<file path="src/hdl/ate_pkg.sv">
// Package for the alarm trigger evaluator: payload structs, mode, class,
// register and event codes, and configuration reset values.
// No dependencies; the interface and evaluator files refer to it by scoped names.
`default_nettype none

package ate_pkg;

  // Compare modes.
  localparam logic [2:0] MODE_GT     = 3'd0;
  localparam logic [2:0] MODE_LT     = 3'd1;
  localparam logic [2:0] MODE_EQ     = 3'd2;
  localparam logic [2:0] MODE_NE     = 3'd3;
  localparam logic [2:0] MODE_CHANGE = 3'd4;

  // Value classes that select a hysteresis.
  localparam logic [2:0] CLASS_TEMPERATURE = 3'd0;
  localparam logic [2:0] CLASS_CURRENT     = 3'd1;
  localparam logic [2:0] CLASS_VOLTAGE     = 3'd2;
  localparam logic [2:0] CLASS_PERCENT     = 3'd3;

  // Configuration register indexes.
  localparam logic [2:0] REG_GLOBAL_ENABLE    = 3'd0;
  localparam logic [2:0] REG_HYST_TEMPERATURE = 3'd1;
  localparam logic [2:0] REG_HYST_CURRENT     = 3'd2;
  localparam logic [2:0] REG_HYST_VOLTAGE     = 3'd3;
  localparam logic [2:0] REG_HYST_PERCENT     = 3'd4;

  // Configuration port widths and reset values.
  localparam int CFG_INDEX_W = 3;
  localparam int CFG_DATA_W  = 16;
  localparam logic [15:0] HYST_TEMPERATURE_RST = 16'd20;
  localparam logic [15:0] HYST_CURRENT_RST     = 16'd100;
  localparam logic [15:0] HYST_VOLTAGE_RST     = 16'd100;
  localparam logic [15:0] HYST_PERCENT_RST     = 16'd20;

  // Event kinds.
  localparam logic EVENT_FIRE    = 1'b0;
  localparam logic EVENT_RESOLVE = 1'b1;

  // Width of the shared adder: 32-bit operands plus guard bits.
  localparam int ALU_W = 34;

  // One evaluation request.
  typedef struct packed {
    logic [2:0]         endpoint_id;
    logic [2:0]         trigger_id;
    logic [2:0]         compare_mode;
    logic [2:0]         value_class;
    logic signed [31:0] threshold;
    logic signed [31:0] sample;
    logic [31:0]        holdoff_ms;
    logic [31:0]        now_ms;
    logic [1:0]         severity;
  } in_item_t;

  // One emitted event.
  typedef struct packed {
    logic [2:0]  event_endpoint;
    logic [2:0]  event_trigger;
    logic        event_kind;
    logic [1:0]  event_level;
    logic [31:0] event_time;
  } out_item_t;

  // Per-trigger state word kept in the slot memory.
  typedef struct packed {
    logic       fired;
    logic       state_valid;
    logic [7:0] last_state;
  } entry_t;

  localparam int ENTRY_W = $bits(entry_t);

endpackage

`default_nettype wire

</file>
<file path="src/hdl/ate_if.sv">
// Valid/ready channel interfaces for requests and events of the alarm
// trigger evaluator. Depends on ate_pkg for the payload types.
`default_nettype none

interface ate_in_if;
  logic              valid;
  logic              ready;
  ate_pkg::in_item_t data;

  modport source (output valid, output data, input ready);
  modport sink (input valid, input data, output ready);
endinterface

interface ate_out_if;
  logic               valid;
  logic               ready;
  ate_pkg::out_item_t data;

  modport source (output valid, output data, input ready);
  modport sink (input valid, input data, output ready);
endinterface

`default_nettype wire

</file>
<file path="src/hdl/ate_ram.sv">
// Generic single-write, single-read RAM with a registered read port.
// No dependencies.
`default_nettype none

module ate_ram #(
  parameter int WIDTH = 8,
  parameter int DEPTH = 64,
  localparam int AW = (DEPTH > 1) ? $clog2(DEPTH) : 1
) (
  input  wire logic             clk,
  input  wire logic             we,
  input  wire logic [AW-1:0]    waddr,
  input  wire logic [WIDTH-1:0] wdata,
  input  wire logic [AW-1:0]    raddr,
  output      logic [WIDTH-1:0] rdata
);

  logic [WIDTH-1:0] mem [DEPTH];

  // Write port.
  always_ff @(posedge clk) begin
    if (we) begin
      mem[waddr] <= wdata;
    end
  end

  // Registered read port.
  always_ff @(posedge clk) begin
    rdata <= mem[raddr];
  end

endmodule

`default_nettype wire

</file>
<file path="src/hdl/alarm_trigger_evaluator.sv">
// Alarm trigger evaluator: an accepted request steps through ADJ, CMP and DONE, with
// TIME and COOL after CMP when a fire runs the cooldown check; the next request is
// accepted back in IDLE. DONE waits while an unread event holds the output register,
// and the event is registered from DONE. One shared 34-bit adder does the arithmetic
// step by step; an ignored request is dropped in IDLE. After reset a clearing pass
// zeroes all slot entries, one per cycle, accepting no request. Uses ate_pkg/if/ram.
`default_nettype none

module alarm_trigger_evaluator #(
  parameter int ENDPOINTS             = 8,
  parameter int TRIGGERS_PER_ENDPOINT = 8
) (
  input  wire logic                              clk,
  input  wire logic                              rst_n,
  ate_in_if.sink                                 in_if,
  ate_out_if.source                              out_if,
  input  wire logic                              cfg_we,
  input  wire logic [ate_pkg::CFG_INDEX_W-1:0]   cfg_index,
  input  wire logic [ate_pkg::CFG_DATA_W-1:0]    cfg_wdata
);

  localparam int SLOTS  = ENDPOINTS * TRIGGERS_PER_ENDPOINT;
  localparam int SLOT_W = (SLOTS > 1) ? $clog2(SLOTS) : 1;
  localparam int EP_W   = (ENDPOINTS > 1) ? $clog2(ENDPOINTS) : 1;
  localparam int AW     = ate_pkg::ALU_W;

  // Sequencer states.
  localparam logic [2:0] S_CLEAR = 3'd0;
  localparam logic [2:0] S_IDLE  = 3'd1;
  localparam logic [2:0] S_ADJ   = 3'd2;
  localparam logic [2:0] S_CMP   = 3'd3;
  localparam logic [2:0] S_TIME  = 3'd4;
  localparam logic [2:0] S_COOL  = 3'd5;
  localparam logic [2:0] S_DONE  = 3'd6;

  logic [2:0]         state_r, state_nxt;
  logic [SLOT_W-1:0]  clr_cnt_r;
  ate_pkg::in_item_t  item_r;
  logic [SLOT_W-1:0]  slot_r;
  logic [EP_W-1:0]    ep_idx_r;
  ate_pkg::entry_t    ent_r;
  logic [AW-1:0]      acc_r;
  logic               kind_r;
  logic               emit_r;

  logic               global_enable_r;
  logic [15:0]        hyst_temperature_r;
  logic [15:0]        hyst_current_r;
  logic [15:0]        hyst_voltage_r;
  logic [15:0]        hyst_percent_r;
  logic [31:0]        last_time_r [ENDPOINTS];

  logic               out_valid_r;
  ate_pkg::out_item_t out_data_r;

  logic               accept;
  logic               in_range;
  logic               mode_ok;
  logic [SLOT_W-1:0]  in_slot;
  logic [15:0]        hyst_sel;
  logic [AW-1:0]      alu_a, alu_b, alu_res;
  logic               alu_sub;
  logic               alu_neg;
  logic               hit;
  logic               hit_kind;
  ate_pkg::entry_t    ent_upd;
  logic               out_free;
  logic               load;

  logic               ram_we;
  logic [SLOT_W-1:0]  ram_waddr;
  ate_pkg::entry_t    ram_wdata;
  ate_pkg::entry_t    ram_rdata;

  // Request handshake and admission checks.
  assign accept   = in_if.valid && in_if.ready;
  assign in_if.ready = (state_r == S_IDLE);
  assign in_range = ({3'b000, in_if.data.endpoint_id} < 6'(ENDPOINTS)) &&
                    ({3'b000, in_if.data.trigger_id} < 6'(TRIGGERS_PER_ENDPOINT));
  assign mode_ok  = (in_if.data.compare_mode <= ate_pkg::MODE_CHANGE);
  assign in_slot  = SLOT_W'(32'(in_if.data.endpoint_id) * 32'(TRIGGERS_PER_ENDPOINT) +
                            32'(in_if.data.trigger_id));

  // Hysteresis selected by value class; unknown classes use zero.
  always_comb begin
    case (item_r.value_class)
      ate_pkg::CLASS_TEMPERATURE: hyst_sel = hyst_temperature_r;
      ate_pkg::CLASS_CURRENT:     hyst_sel = hyst_current_r;
      ate_pkg::CLASS_VOLTAGE:     hyst_sel = hyst_voltage_r;
      ate_pkg::CLASS_PERCENT:     hyst_sel = hyst_percent_r;
      default:                    hyst_sel = 16'd0;
    endcase
  end

  // Operand selection for the shared adder in each step.
  always_comb begin
    alu_a   = '0;
    alu_b   = '0;
    alu_sub = 1'b1;
    unique case (state_r)
      S_ADJ: begin
        // Resolve level: threshold minus hysteresis for GT, plus for LT.
        alu_a   = {{2{item_r.threshold[31]}}, item_r.threshold};
        alu_b   = {18'd0, hyst_sel};
        alu_sub = (item_r.compare_mode == ate_pkg::MODE_GT);
      end
      S_CMP: begin
        // The difference is negative exactly when the crossing condition holds.
        if (item_r.compare_mode == ate_pkg::MODE_GT) begin
          if (ent_r.fired) begin
            alu_a = {{2{item_r.sample[31]}}, item_r.sample};
            alu_b = acc_r;
          end else begin
            alu_a = {{2{item_r.threshold[31]}}, item_r.threshold};
            alu_b = {{2{item_r.sample[31]}}, item_r.sample};
          end
        end else begin
          if (ent_r.fired) begin
            alu_a = acc_r;
            alu_b = {{2{item_r.sample[31]}}, item_r.sample};
          end else begin
            alu_a = {{2{item_r.sample[31]}}, item_r.sample};
            alu_b = {{2{item_r.threshold[31]}}, item_r.threshold};
          end
        end
      end
      S_TIME: begin
        alu_a = {2'b00, item_r.now_ms};
        alu_b = {2'b00, last_time_r[ep_idx_r]};
      end
      S_COOL: begin
        alu_a = {2'b00, acc_r[31:0]};
        alu_b = {2'b00, item_r.holdoff_ms};
      end
      default: begin
        alu_a   = '0;
        alu_b   = '0;
        alu_sub = 1'b1;
      end
    endcase
  end

  assign alu_res = alu_a + (alu_sub ? ~alu_b : alu_b) + AW'(alu_sub);
  assign alu_neg = alu_res[AW-1];

  // Trigger decision and the updated slot entry.
  always_comb begin
    hit      = 1'b0;
    hit_kind = ate_pkg::EVENT_FIRE;
    ent_upd  = ent_r;
    case (item_r.compare_mode)
      ate_pkg::MODE_GT, ate_pkg::MODE_LT: begin
        hit = alu_neg;
      end
      ate_pkg::MODE_EQ: begin
        hit = ent_r.fired ^ (item_r.sample[7:0] == item_r.threshold[7:0]);
      end
      ate_pkg::MODE_NE: begin
        hit = ent_r.fired ^ (item_r.sample[7:0] != item_r.threshold[7:0]);
      end
      default: begin
        hit = ent_r.state_valid && (item_r.sample[7:0] != ent_r.last_state);
        ent_upd.last_state  = item_r.sample[7:0];
        ent_upd.state_valid = 1'b1;
      end
    endcase
    if (item_r.compare_mode != ate_pkg::MODE_CHANGE) begin
      hit_kind = ent_r.fired ? ate_pkg::EVENT_RESOLVE : ate_pkg::EVENT_FIRE;
      if (hit) begin
        ent_upd.fired = !ent_r.fired;
      end
    end
  end

  // Final step waits for a free output register.
  assign out_free = !out_valid_r || out_if.ready;
  assign load     = (state_r == S_DONE) && out_free && emit_r;

  // Sequencer.
  always_comb begin
    state_nxt = state_r;
    unique case (state_r)
      S_CLEAR: if (clr_cnt_r == SLOT_W'(SLOTS - 1)) state_nxt = S_IDLE;
      S_IDLE: begin
        if (accept && global_enable_r && in_range && mode_ok) state_nxt = S_ADJ;
      end
      S_ADJ: state_nxt = S_CMP;
      S_CMP: begin
        if (hit && hit_kind == ate_pkg::EVENT_FIRE) state_nxt = S_TIME;
        else state_nxt = S_DONE;
      end
      S_TIME: state_nxt = S_COOL;
      S_COOL: state_nxt = S_DONE;
      S_DONE: if (out_free) state_nxt = S_IDLE;
      default: state_nxt = S_CLEAR;
    endcase
  end

  always_ff @(posedge clk) begin
    if (!rst_n) begin
      state_r   <= S_CLEAR;
      clr_cnt_r <= '0;
    end else begin
      state_r <= state_nxt;
      if (state_r == S_CLEAR) begin
        clr_cnt_r <= clr_cnt_r + 1'b1;
      end
    end
  end

  // Request capture and per-step working registers.
  always_ff @(posedge clk) begin
    if (accept) begin
      item_r   <= in_if.data;
      slot_r   <= in_slot;
      ep_idx_r <= EP_W'(in_if.data.endpoint_id);
    end
    unique case (state_r)
      S_ADJ: begin
        ent_r <= ram_rdata;
        acc_r <= alu_res;
      end
      S_CMP: begin
        ent_r  <= ent_upd;
        kind_r <= hit_kind;
        emit_r <= hit;
      end
      S_TIME: acc_r <= alu_res;
      S_COOL: begin
        // A fire inside the cooldown is dropped, but the flag update stands.
        if (alu_neg) emit_r <= 1'b0;
      end
      default: begin
      end
    endcase
  end

  // Configuration registers and per-endpoint alert times.
  always_ff @(posedge clk) begin
    if (!rst_n) begin
      global_enable_r    <= 1'b0;
      hyst_temperature_r <= ate_pkg::HYST_TEMPERATURE_RST;
      hyst_current_r     <= ate_pkg::HYST_CURRENT_RST;
      hyst_voltage_r     <= ate_pkg::HYST_VOLTAGE_RST;
      hyst_percent_r     <= ate_pkg::HYST_PERCENT_RST;
      for (int i = 0; i < ENDPOINTS; i++) begin
        last_time_r[i] <= 32'd0;
      end
    end else begin
      if (cfg_we) begin
        unique case (cfg_index)
          ate_pkg::REG_GLOBAL_ENABLE:    global_enable_r    <= cfg_wdata[0];
          ate_pkg::REG_HYST_TEMPERATURE: hyst_temperature_r <= cfg_wdata;
          ate_pkg::REG_HYST_CURRENT:     hyst_current_r     <= cfg_wdata;
          ate_pkg::REG_HYST_VOLTAGE:     hyst_voltage_r     <= cfg_wdata;
          ate_pkg::REG_HYST_PERCENT:     hyst_percent_r     <= cfg_wdata;
          default: begin
          end
        endcase
      end
      if (load && kind_r == ate_pkg::EVENT_FIRE) begin
        last_time_r[ep_idx_r] <= item_r.now_ms;
      end
    end
  end

  // Output register for the event channel.
  always_ff @(posedge clk) begin
    if (!rst_n) begin
      out_valid_r <= 1'b0;
    end else if (load) begin
      out_valid_r <= 1'b1;
    end else if (out_if.ready) begin
      out_valid_r <= 1'b0;
    end
  end

  always_ff @(posedge clk) begin
    if (load) begin
      out_data_r.event_endpoint <= item_r.endpoint_id;
      out_data_r.event_trigger  <= item_r.trigger_id;
      out_data_r.event_kind     <= kind_r;
      out_data_r.event_level    <= item_r.severity;
      out_data_r.event_time     <= item_r.now_ms;
    end
  end

  assign out_if.valid = out_valid_r;
  assign out_if.data  = out_data_r;

  // Slot memory: cleared after reset, written back at the end of a request.
  assign ram_we    = (state_r == S_CLEAR) || ((state_r == S_DONE) && out_free);
  assign ram_waddr = (state_r == S_CLEAR) ? clr_cnt_r : slot_r;
  assign ram_wdata = (state_r == S_CLEAR) ? '0 : ent_r;

  ate_ram #(
    .WIDTH (ate_pkg::ENTRY_W),
    .DEPTH (SLOTS)
  ) u_slot_ram (
    .clk   (clk),
    .we    (ram_we),
    .waddr (ram_waddr),
    .wdata (ram_wdata),
    .raddr (in_slot),
    .rdata (ram_rdata)
  );

  // A request refused by the enable never starts the sequencer.
  a_disabled_drop: assert property (@(posedge clk) disable iff (!rst_n)
    (accept && !global_enable_r) |=> (state_r == S_IDLE))
    else $error("disabled request started the sequencer");

  // A resolve is only emitted for a trigger that was fired.
  a_resolve_fired: assert property (@(posedge clk) disable iff (!rst_n)
    (load && kind_r == ate_pkg::EVENT_RESOLVE) |-> !ent_r.fired)
    else $error("resolve emitted for a trigger that was not fired");

  // The cooldown steps are only taken for fire events.
  a_cool_fire: assert property (@(posedge clk) disable iff (!rst_n)
    (state_r == S_TIME || state_r == S_COOL) |-> (kind_r == ate_pkg::EVENT_FIRE))
    else $error("cooldown check on a resolve");

  // An emitted fire stamps the endpoint alert time.
  a_fire_stamp: assert property (@(posedge clk) disable iff (!rst_n)
    (load && kind_r == ate_pkg::EVENT_FIRE) |=> (last_time_r[ep_idx_r] == item_r.now_ms))
    else $error("fire did not update the alert time");

  // No event leaves during the clearing pass.
  a_clear_quiet: assert property (@(posedge clk) disable iff (!rst_n)
    (state_r == S_CLEAR) |-> !out_valid_r)
    else $error("event valid during clearing pass");

endmodule

`default_nettype wire
</file>
<file path="src/flat_wrapper.sv">
// flat-port wrapper written by rule: the top's interface ports become plain ports
module alarm_trigger_evaluator_flat 
#(
  parameter int ENDPOINTS             = 8,
  parameter int TRIGGERS_PER_ENDPOINT = 8
)
  (clk, rst_n, cfg_we, cfg_index, cfg_wdata, in_if_valid, in_if_data, in_if_ready, out_if_valid, out_if_data, out_if_ready);
  ate_in_if in_if_i ();
  ate_out_if out_if_i ();
  input  wire logic clk;
  input  wire logic rst_n;
  input  wire logic cfg_we;
  input  wire logic [ate_pkg::CFG_INDEX_W-1:0] cfg_index;
  input  wire logic [ate_pkg::CFG_DATA_W-1:0] cfg_wdata;
  input wire logic [$bits(in_if_i.valid)-1:0] in_if_valid;
  input wire logic [$bits(in_if_i.data)-1:0] in_if_data;
  output wire logic [$bits(in_if_i.ready)-1:0] in_if_ready;
  output wire logic [$bits(out_if_i.valid)-1:0] out_if_valid;
  output wire logic [$bits(out_if_i.data)-1:0] out_if_data;
  input wire logic [$bits(out_if_i.ready)-1:0] out_if_ready;
  assign in_if_i.valid = in_if_valid;
  assign in_if_i.data = in_if_data;
  assign in_if_ready = in_if_i.ready;
  assign out_if_valid = out_if_i.valid;
  assign out_if_data = out_if_i.data;
  assign out_if_i.ready = out_if_ready;
  alarm_trigger_evaluator #(.ENDPOINTS(ENDPOINTS), .TRIGGERS_PER_ENDPOINT(TRIGGERS_PER_ENDPOINT)) u_core (.clk(clk), .rst_n(rst_n), .in_if(in_if_i), .out_if(out_if_i), .cfg_we(cfg_we), .cfg_index(cfg_index), .cfg_wdata(cfg_wdata));
endmodule
</file>
<file path="config.mk">
export PLATFORM = sky130hd
export DESIGN_NAME = alarm_trigger_evaluator_flat
export DESIGN_NICKNAME = d
export VERILOG_FILES = /design/src/hdl/ate_pkg.sv /design/src/hdl/ate_if.sv /design/src/hdl/ate_ram.sv /design/src/hdl/alarm_trigger_evaluator.sv /design/src/flat_wrapper.sv
export SDC_FILE = /design/constraint.sdc
export NUM_CORES = 2
export LEC_CHECK = 0
export ABC_AREA = 1
export BUFFER_PORTS_ARGS = -buffer_cell sky130_fd_sc_hd__buf_2
export CORE_MARGIN = 8
export CORE_UTILIZATION = 25
export CTS_BUF_LIST = sky130_fd_sc_hd__clkbuf_4 sky130_fd_sc_hd__clkbuf_8
export DETAILED_ROUTE_END_ITERATION = 16
export SYNTH_ARGS = -nofsm -noshare
export SYNTH_HDL_FRONTEND = slang
export SYNTH_SLANG_ARGS = --single-unit
</file>
<file path="constraint.sdc">
create_clock -name clk -period 9.5 [get_ports clk]
set_input_delay 0.95 -clock clk [delete_from_list [all_inputs] [get_ports clk]]
set_output_delay 0.95 -clock clk [all_outputs]
set_load 0.01 [all_outputs]
</file>
==> flow_summary.html <==
<table>
<tr><th>Metric</th><th>Value</th></tr>
<tr><th colspan="2">Detailed routing</th></tr>
<tr><td>Detailed-routing iteration count for the pre-antenna-repair pass</td><td>6</td></tr>
<tr><td>DR iter-0 viols</td><td>4,230</td></tr>
<tr><td>Detailed-route wire length</td><td>167,900 um</td></tr>
<tr><td>Total length of routed met2 wires</td><td>79,760 um</td></tr>
<tr><td>Wire length on met1</td><td>66,270 um</td></tr>
<tr><td>Total length of routed met3 wires</td><td>15,200 um</td></tr>
<tr><td>Number of remaining DRC errors</td><td>0</td></tr>
<tr><td>Highest layer used for signal routing</td><td>met5</td></tr>
<tr><td>Mean number of vias per cell</td><td>4.922</td></tr>
<tr><td>Antenna Violating Nets Remaining</td><td>0</td></tr>
<tr><td>Overall via count from detail_route</td><td>38.18k</td></tr>
<tr><td>Detail-routed net length per standard cell</td><td>21.65 um</td></tr>
<tr><th colspan="2">Hold path</th></tr>
<tr><td>Tightest Hold Check Type</td><td>input port to register</td></tr>
<tr><td>Worst min-delay path startpoint</td><td>in_if_data[76]</td></tr>
<tr><th colspan="2">Timing</th></tr>
<tr><td>Setup skew after layout</td><td>0.05320 ns</td></tr>
<tr><td>Setup TNS after final layout</td><td>0 ns</td></tr>
<tr><td>Final critical path time including I/O delays and setup</td><td>5.854 ns</td></tr>
<tr><td>Worst-Margin Slew</td><td>1.311 ns</td></tr>
<tr><td>Number of setup violations in the final report</td><td>0</td></tr>
<tr><td>Final period util</td><td>0.6163</td></tr>
<tr><td>Count of final hold-check violations</td><td>0</td></tr>
<tr><td>Achievable Freq</td><td>170.8 MHz</td></tr>
<tr><td>Max-slew violation total from the final report</td><td>0</td></tr>
<tr><td>Setup repair after global routing missed its margin</td><td>false</td></tr>
<tr><td>Slew Limit Headroom</td><td>0.1230</td></tr>
<tr><th colspan="2">Floorplan</th></tr>
<tr><td>Site Rows</td><td>167</td></tr>
<tr><td>Full die area</td><td>222,800 um2</td></tr>
<tr><td>Top Ports</td><td>209</td></tr>
<tr><td>Effective utilization at floorplan</td><td>0.2513</td></tr>
<tr><td>Die extent in y</td><td>472.0 um</td></tr>
<tr><td>Placeable core region</td><td>206,900 um2</td></tr>
<tr><td>Die boundary width</td><td>472.0 um</td></tr>
<tr><th colspan="2">Final layout</th></tr>
<tr><td>Design area</td><td>60,170 um2</td></tr>
<tr><td>Post-route core utilization</td><td>0.2909</td></tr>
<tr><td>Share of cells above drive strength 1</td><td>0.1298</td></tr>
<tr><td>Final net count</td><td>5,076</td></tr>
<tr><td># fillers</td><td>21.32k</td></tr>
<tr><td>Layout overhead on the synthesized area</td><td>15.73%</td></tr>
<tr><th colspan="2">Place</th></tr>
<tr><td>DP Wirelength</td><td>102,100 um</td></tr>
<tr><td>Placement Cell Area</td><td>56,080 um2</td></tr>
<tr><td>Number of port buffers</td><td>208</td></tr>
<tr><td>Gpl congestion</td><td>0.9072</td></tr>
<tr><th colspan="2">Synth</th></tr>
<tr><td>Number of unique standard cell types used by synthesis</td><td>46</td></tr>
<tr><td>Synth Register Bits</td><td>1,213</td></tr>
<tr><td>Number of enable flip-flop cells after synthesis</td><td>1,125</td></tr>
<tr><td>Cell types with the largest area share after synthesis</td><td>edfxtp_1 (65%), nor2_1 (7.3%), o21ai_0 (6.5%)</td></tr>
<tr><td>Netlist area before placement</td><td>51,990 um2</td></tr>
<tr><td>Yosys top cell area share</td><td>0.6498</td></tr>
<tr><td>Synthesized netlist cell count</td><td>4,685</td></tr>
<tr><td>Syn Nets</td><td>4,886</td></tr>
<tr><td>Post-synthesis async set-or-reset flop share</td><td>0</td></tr>
<tr><td>Top cell type by total area after synthesis</td><td>edfxtp_1</td></tr>
<tr><td>Post-synthesis average cell area</td><td>11.10 um2</td></tr>
<tr><td>Top flip-flop cell by instance count after synthesis</td><td>edfxtp_1</td></tr>
<tr><td>Yosys warning count</td><td>0</td></tr>
<tr><td>Sequential-to-total area share from yosys stat</td><td>0.6836</td></tr>
<tr><th colspan="2">Worst setup path</th></tr>
<tr><td>CP arrival</td><td>6.52 ns</td></tr>
<tr><td>Kind of critical path</td><td>register to register</td></tr>
<tr><td>Type of element capturing the critical path</td><td>register</td></tr>
<tr><td>Data required time at the worst endpoint</td><td>10.17 ns</td></tr>
<tr><td>Peak fanout along the critical path</td><td>66</td></tr>
<tr><td>Depth of the worst register-to-register path</td><td>24</td></tr>
<tr><td>Worst reg2reg setup slack</td><td>3.65 ns</td></tr>
<tr><td>Critical path launch point type</td><td>register</td></tr>
<tr><td>Critical R2R Capture</td><td>u_core.acc_r[24]</td></tr>
<tr><td>Worst setup path endpoint</td><td>u_core.acc_r[24]</td></tr>
<tr><th colspan="2">CTS</th></tr>
<tr><td>TritonCTS clock tree</td><td>yes</td></tr>
<tr><td>Post-CTS setup buffer count</td><td>0</td></tr>
<tr><td>Root Driver</td><td>clkbuf_8</td></tr>
<tr><td>Number of instances resized during post-cts repair</td><td>0</td></tr>
<tr><td>Sinks on Clock Net</td><td>1,213</td></tr>
<tr><td>Latest clock arrival within the worst-skew pair</td><td>0.96 ns</td></tr>
<tr><td>Hold buffer count at CTS</td><td>0</td></tr>
<tr><td>CTS H-Tree Depth</td><td>4</td></tr>
<tr><td>Number of clock buffers inserted by TritonCTS</td><td>199</td></tr>
<tr><td>Maximum count of clock buffers along a single path</td><td>3</td></tr>
<tr><td>Worst-path clk slew</td><td>0.06 ns</td></tr>
<tr><th colspan="2">GRT</th></tr>
<tr><td>Global-route wire length before repair</td><td>244,800 um</td></tr>
<tr><td>All-Layer GR Usage</td><td>0.1438</td></tr>
<tr><td>GR Overflow Total</td><td>0</td></tr>
<tr><td>Via count of the first global-routing pass</td><td>36.87k</td></tr>
<tr><td>Number of antenna violations at the first check in global routing</td><td>22</td></tr>
<tr><td>Largest net degree at the start of global routing</td><td>153</td></tr>
<tr><th colspan="2">Power</th></tr>
<tr><td>VDD IR-drop max</td><td>165.4 uV</td></tr>
<tr><td>PD cells</td><td>253.3 nW/um2</td></tr>
<tr><td>Reported leakage power</td><td>20.96 nW</td></tr>
<tr><th colspan="2">Outcome</th></tr>
<tr><td>Run status</td><td>finished clean</td></tr>
<tr><th colspan="2">Flow run</th></tr>
<tr><td>Max-cap violation count</td><td>0</td></tr>
</table>
cell usage after synthesis (3+ instances only):
master,number
o32ai_1,6
o21ai_0,680
clkbuf_1,248
buf_1,24
buf_2,18
nor2_1,1015
o311ai_0,4
o21a_1,6
nor3_1,15
a31oi_1,10
o2111ai_1,10
o22ai_1,204
or2_2,3
ha_1,34
a41oi_1,28
nand3_1,111
inv_1,185
o211ai_1,52
edfxtp_1,1125
xor2_1,44
dfxtp_1,88
clkinv_1,7
nor4_1,8
nand2_1,505
xnor2_1,12
mux2i_1,26
nand4_1,19
o21bai_1,4
o221ai_1,52
a21oi_1,100
a221oi_1,17
inv_2,6
cells by family after synthesis:
kind of cell / count (synthesis) / synth area share
AND/OR/NAND/NOR: 1683 / 0.1267
flip-flops: 1213 / 0.6836
AO/OA/AOI/OAI: 1184 / 0.1310
buffers and inverters: 488 / 0.03566
XOR/XNOR: 56 / 0.009434
adder cells (fa/ha/maj): 35 / 0.008567
multiplexers: 26 / 0.005006
per-layer routing:
layer / global-route usage / vias to the layer above
met2: 0.2386 / 1856
met4: 0.05719 / 6
met3: 0.03398 / 347
li1: - / 17240
met1: 0.1812 / 18730
met5: 0 / -
state kept, by name, indices dropped and copies added (netlist names), named ones only:
register,count
u_core.out_if.valid,1
u_core.clr_cnt_r,6
u_core.ep_idx_r,3
u_core.hyst_temperature_r,16
u_core.kind_r,1
u_core.item_r,138
u_core.u_slot_ram.rdata,10
u_core.last_time_r,256
u_core.hyst_voltage_r,16
u_core.global_enable_r,1
u_core.out_if.data,41
u_core.slot_r,1
u_core.hyst_percent_r,16
u_core.u_slot_ram.mem,640
u_core.emit_r,1
u_core.ent_r,10
u_core.state_r,3
u_core.hyst_current_r,16
u_core.acc_r,34
worst min-delay path by stage:
stage	to	slack [ns]	cells past startpoint
2_1_floorplan	u_core.out_if.data[32]	0.40	0
3_3_place_gp	u_core.out_if.data[32]	0.40	0
3_5_place_dp	u_core.out_if.data[32]	0.41	0
4_1_cts	u_core.item_r[110]	0.07	1
5_1_grt	u_core.item_r[49]	0.12	1
6_report	u_core.item_r[76]	0.17	1
report_power, final:
| part | leakage (nW) | switching [mW] | internal, mW | total, mW |
|---|---|---|---|---|
| registers | 11.3 | 0.281 | 6.77 | 7.05 |
| clock network | 2.14 | 2.18 | 2.49 | 4.67 |
| logic | 7.48 | 2.65 | 0.870 | 3.52 |
| total | 21.0 | 5.11 | 10.1 | 15.2 |
cell type report:
type	count	area, um2	area share
multi-input cells	2984	14750	0.2452
repair buffers	279	1635	0.02718
well taps	2704	3383	0.05623
diodes	7	17.52	0.0002911
inverters	198	758.2	0.01260
clock inverters	85	584.3	0.009711
clock buffers	286	3492	0.05804
flip-flops and latches	1213	35550	0.5908
metrics by stage:
step	worst slack, ns	instances	hold WS [ns]	power [mW]
3_3_place_gp	3.660	7378	0.4009	10.58
2_1_floorplan	5.176	4685	0.4003	9.260
4_1_cts	3.670	7749	0.07402	15.31
5_1_grt	3.137	7751	0.1167	15.94
3_5_place_dp	3.700	7378	0.4109	10.64
6_report	3.646	7756	0.1693	15.24
layout by cell type (no fill, tap or decap), types with 17 or more instances in the layout:
| cell type | netlist | routed |
|---|---|---|
| clkinv_2 | 0 | 24 |
| clkbuf_8 | 0 | 216 |
| buf_4 | 0 | 68 |
| a21oi_1 | 100 | 100 |
| o221ai_1 | 52 | 52 |
| buf_2 | 18 | 206 |
| ha_1 | 34 | 34 |
| nand3_1 | 111 | 110 |
| nor2_1 | 1015 | 1003 |
| a41oi_1 | 28 | 28 |
| o211ai_1 | 52 | 52 |
| xor2_1 | 44 | 44 |
| a221oi_1 | 17 | 17 |
| clkinv_1 | 7 | 47 |
| inv_1 | 185 | 178 |
| nand2_1 | 505 | 504 |
| clkbuf_4 | 0 | 71 |
| o21ai_0 | 680 | 680 |
| dfxtp_1 | 88 | 86 |
| nand4_1 | 19 | 19 |
| edfxtp_1 | 1125 | 1125 |
| o22ai_1 | 204 | 204 |
| mux2i_1 | 26 | 26 |
worst max-delay path, stage by stage, from the launching register on:
cell and delay, ns:
dfxtp_4 0.76, clkinv_2 0.87, buf_4 0.62, nand2_1 0.15, nand3_1 0.08, nand3_1 0.12
nand3_1 0.10, nand3_2 0.13, nand3_1 0.12, nand2_1 0.16, inv_2 0.06, fa_1 0.46
nand3_1 0.09, nand2_1 0.09, nand3_1 0.09, nand2_1 0.09, nand2_1 0.08, nand2_1 0.10
a21boi_0 0.46, inv_1 0.08, nand2_1 0.07, nand2_1 0.07, a21boi_0 0.30, o21ai_0 0.16
xor2_1 0.16
(Power assumes the default switching activity.)
